===== src/hdl/bubble_sort_ascending_core_assert.svh =====
// assertion macros for the bubble sort core
`ifndef BUBBLE_SORT_ASCENDING_CORE_ASSERT_SVH
`define BUBBLE_SORT_ASCENDING_CORE_ASSERT_SVH
`ifndef SYNTHESIS
`define BSA_ASSERT_SAME(label, clk, rst, ante, cons) \
  label: assert property (@(posedge clk) disable iff (rst) (ante) |-> (cons)) \
    else $error("bsa check failed in same cycle");
`define BSA_ASSERT_NEXT(label, clk, rst, ante, cons) \
  label: assert property (@(posedge clk) disable iff (rst) (ante) |=> (cons)) \
    else $error("bsa check failed in next cycle");
`else
`define BSA_ASSERT_SAME(label, clk, rst, ante, cons)
`define BSA_ASSERT_NEXT(label, clk, rst, ante, cons)
`endif
`endif


===== src/hdl/bsa_pkg.sv =====
// shared types and constants for the bubble sort core
package bsa_pkg;

  localparam int BSA_VALUE_W      = 32;
  localparam int BSA_MAX_ELEMENTS = 64;

  typedef struct packed {
    logic                          valid;
    logic                          lt;
    logic signed [BSA_VALUE_W-1:0] value;
  } cell_link_t;

  typedef struct packed {
    logic insert;
    logic shift;
  } cell_cmd_t;

endpackage


===== src/hdl/bsa_cell.sv =====
// one sorting cell: parallel insert of a new element, shift toward the head on drain
module bsa_cell (
  input  logic                                   clk,
  input  logic                                   rst,
  input  bsa_pkg::cell_cmd_t                     cmd,
  input  logic signed [bsa_pkg::BSA_VALUE_W-1:0] x,
  input  bsa_pkg::cell_link_t                    prev,
  input  bsa_pkg::cell_link_t                    next,
  output bsa_pkg::cell_link_t                    self
);
  import bsa_pkg::*;

  logic                          valid;
  logic                          valid_next;
  logic signed [BSA_VALUE_W-1:0] value;
  logic signed [BSA_VALUE_W-1:0] value_next;
  logic                          lt;

  // empty cell counts as larger than anything; equal values stay put
  assign lt = !valid || ($signed(x) < $signed(value));

  assign self = '{valid: valid, lt: lt, value: value};

  always_comb begin
    valid_next = valid;
    value_next = value;
    if (cmd.shift) begin
      valid_next = next.valid;
      value_next = next.value;
    end else if (cmd.insert) begin
      if (prev.lt) begin
        valid_next = prev.valid;
        value_next = prev.value;
      end else if (lt) begin
        valid_next = 1'b1;
        value_next = x;
      end
    end
  end

  always_ff @(posedge clk) begin
    if (rst) begin
      valid <= 1'b0;
    end else begin
      valid <= valid_next;
    end
  end

  always_ff @(posedge clk) begin
    value <= value_next;
  end

endmodule


===== config.mk =====
export PLATFORM = sky130hd
export DESIGN_NAME = bsa_cell
export DESIGN_NICKNAME = d
export VERILOG_FILES = /design/src/hdl/bubble_sort_ascending_core_assert.svh /design/src/hdl/bsa_pkg.sv /design/src/hdl/bsa_cell.sv
export SDC_FILE = /design/constraint.sdc
export NUM_CORES = 1
export LEC_CHECK = 0
export BUFFER_PORTS_ARGS = -buffer_cell sky130_fd_sc_hd__buf_4
export CELL_PAD_IN_SITES_DETAIL_PLACEMENT = 1
export CELL_PAD_IN_SITES_GLOBAL_PLACEMENT = 2
export CORE_MARGIN = 5
export CORE_UTILIZATION = 22
export DETAILED_ROUTE_END_ITERATION = 16
export MAX_ROUTING_LAYER = met4
export PLACE_DENSITY_LB_ADDON = 0.1
export SLEW_MARGIN = 20
export SYNTH_ARGS = -nofsm -noshare
export SYNTH_HDL_FRONTEND = slang
export SYNTH_SLANG_ARGS = --single-unit

===== constraint.sdc =====
create_clock -name clk -period 3.3 [get_ports clk]
set_input_delay 0.33 -clock clk [delete_from_list [all_inputs] [get_ports clk]]
set_output_delay 0.33 -clock clk [all_outputs]
set_load 0.03 [all_outputs]

==> reports/metrics.cfg <==
[sta]
relSlewSlack = 0.569
skew_ns = 0.00554
slew_violations = 0
tightest_slew_ns = 0.647
hold_viol_final = 0
max_freq_mhz = 406
rsz0062_at_grt = false
tns_ns = 0
setup_ws_ns = 0.839
min_period_over_period = 0.746
fin_crit_ns = 2.46
setup_viol = 0

[synthesis]
synth.avg_cell_area_um2 = 9.28
syn_nets = 405
ys_ff_latch = 33
syn_area_mm2 = 0.00250
synth_cells = 270
yosysUniqueCellTypes = 26
ys_seq_area_frac = 0.392
yosys_warnings = 0

[routing]
drtIter0Drc = 58
route.detailed.drc = 0
routed_wl_mm = 8.08
viasPerCell = 4.34
ant_nets = 0
drt_pass1_iterations = 4
wire_per_inst_um = 14.8
vias = 2372

[floorplan]
die_y_um = 117
num_rows = 39
coreArea_mm2 = 0.0113
boundaryPins = 138
start_util = 0.222
fp.dieW_um = 117
die-area_mm2 = 0.0136

[setup_path]
worstPathArrival_ns = 2.13
r2r_cells = 8
cp_cell_sequence = inv_1 > ha_1 > nand2_1 > nor4_2 > o311ai_1 > nand4_1 > nand3b_1 > buf_4
end_kind = output port
crit_slowest_cell = nor4_2
worstReg2RegEnd = value[12]$_DFFE_PP_
worst-r2r-setup-slack_ns = 0.98
max_stage_delay_ns = 0.37
r2r_start = value[13]$_DFFE_PP_
critical_path.max_fanout = 2
critPathRequiredTime_ns = 2.97
crit_type = reg -> out
start_kind = register

[finish]
drive_gt1_frac = 0.372
diodes = 0
final_common_cell = buf_4
num-fill-cells = 1355
finalCoreUtilization = 0.338
most-common-layout-cells = 138 x buf_4, 43 x nand2_1, 39 x o21ai_0
fin_nets = 537
fin_cells = 546
area_growth_pct = 52.1

[outcome]
status = finished clean

[power_and_ir_drop]
internal_power_mw = 1.04
clockPowerShare = 0.317
power_density_mw_per_mm2 = 396
max-vdd-ir-drop_mv = 0.203
combPwrFrac = 0.327
swShare = 0.312
leakage_nw = 1.88
seq_power_share = 0.357
power_mw = 1.51
switchingPower_mw = 0.471

[global_route]
grt.overflow.total = 0
grt_max_degree = 69
grt_pass1_wl_mm = 12.2
antenna_found_initial = 0
grt.total_usage = 0.120
first_global_vias = 2448

[clocking]
root_buffer = clkbuf_16
cts_hold_buf = 0
cts-resized-gates = 0
clock_path_buffers = 2
postCtsSetupRepairBufs = 0
tritoncts = built
worstSkewPairLatency_ns = 0.28
ctsHtreeMaxLevel = 2
cts.sinks = 33
clk_pin_slew_worst_paths_ns = 0.05
cts_buffers = 5

[placed_design]
pre_cts_ws_ns = 0.891
portBuffers = 136
dp_hpwl_mm = 6.41
dp_cells = 538
gp_congestion = 0.724

[flow_run]
drv_cap = 0

[hold_path]
worstHoldPathType = in -> reg
hold-path-cell-count = 2
holdCritStartpoint = rst
hold_end = valid$_SDFFE_PP0P_

-- state kept, by name, summed over array words and instances (netlist names) --
signal / cells
valid: 1
value: 32
-- Yosys cell counts --
library cell	number	area (µm²)
a211oi_2	1	12.5
a21oi_1	15	75.1
a21oi_2	2	17.5
a22oi_1	2	15.0
a31oi_1	1	6.26
and4_1	1	8.76
buf_2	2	10.0
buf_4	5	37.5
clkbuf_1	6	22.5
dfxtp_1	1	20.0
edfxtp_1	32	961
ha_1	31	388
inv_1	34	128
mux2i_1	32	320
nand2_1	43	161
nand2_2	1	6.26
nand3b_1	1	7.51
nand4_1	1	6.26
nor2_1	9	33.8
nor3_1	2	10.0
nor4_2	1	12.5
o211ai_1	2	15.0
o21ai_0	39	195
o21ai_1	4	20.0
o22ai_1	1	6.26
o311ai_1	1	8.76
-- area by class of cell --
type                    count  area (µm²)  area share
multi-input cells         190        1340       0.352
repair buffers            138        1040       0.272
flip-flops and latches     33         981       0.257
well taps                 143         179      0.0469
clock buffers               8         146      0.0384
inverters                  34         128      0.0335
-- critical path: cells and delay by family (launching register included) --
kind / cells / cell delay, ns
simple gates: 4 / 0.74
flops: 1 / 0.36
fa+ha+maj: 1 / 0.29
buf+inv: 2 / 0.24
compound gates: 1 / 0.21
-- layer usage --
metal,routed length [µm],part of all wire,track usage
met2,3860,0.48,0.191
met3,522,0.065,0.0238
met1,3640,0.45,0.157
met5,0,0,-
met4,59,0.0073,0.0298
-- power by group through the flow --
stage / sequential, mW / clock, mW / combinational (mW)
global placement: 0.546 / 0 / 0.501
global route: 0.544 / 0.513 / 0.551
CTS: 0.539 / 0.498 / 0.506
floorplan: 0.630 / 0 / 0.193
detailed placement: 0.547 / 0 / 0.504
finish: 0.538 / 0.478 / 0.493
-- metrics by stage --
stage	cell area [µm²]	hold slack, ns
floorplan	2510	0.402
global placement	3660	0.494
detailed placement	3660	0.494
CTS	3810	0.200
global route	3810	0.199
finish	3810	0.209
-- cell families (layout without fill, tap and decap cells) --
family / count (synthesis) / after routing / share of synthesized area
flops: 33 / 33 / 0.392
simple gates: 59 / 59 / 0.0984
buf+inv: 47 / 180 / 0.0789
compound gates: 68 / 68 / 0.148
fa+ha+maj: 31 / 31 / 0.155
mux: 32 / 32 / 0.128
-- worst max-delay path by stage --
| stage | start | endpoint | cells past startpoint |
|---|---|---|---|
| 3_3_place_gp | x[15] | value[14]$_DFFE_PP_ | 8 |
| 5_1_grt | value[23]$_DFFE_PP_ | self[32] | 8 |
| 3_5_place_dp | x[1] | value[11]$_DFFE_PP_ | 8 |
| 2_1_floorplan | value[19]$_DFFE_PP_ | value[0]$_DFFE_PP_ | 7 |
| 4_1_cts | value[14]$_DFFE_PP_ | self[32] | 8 |
| 6_report | value[13]$_DFFE_PP_ | self[32] | 8 |
No activity file was read; power rests on OpenSTA's default activity.
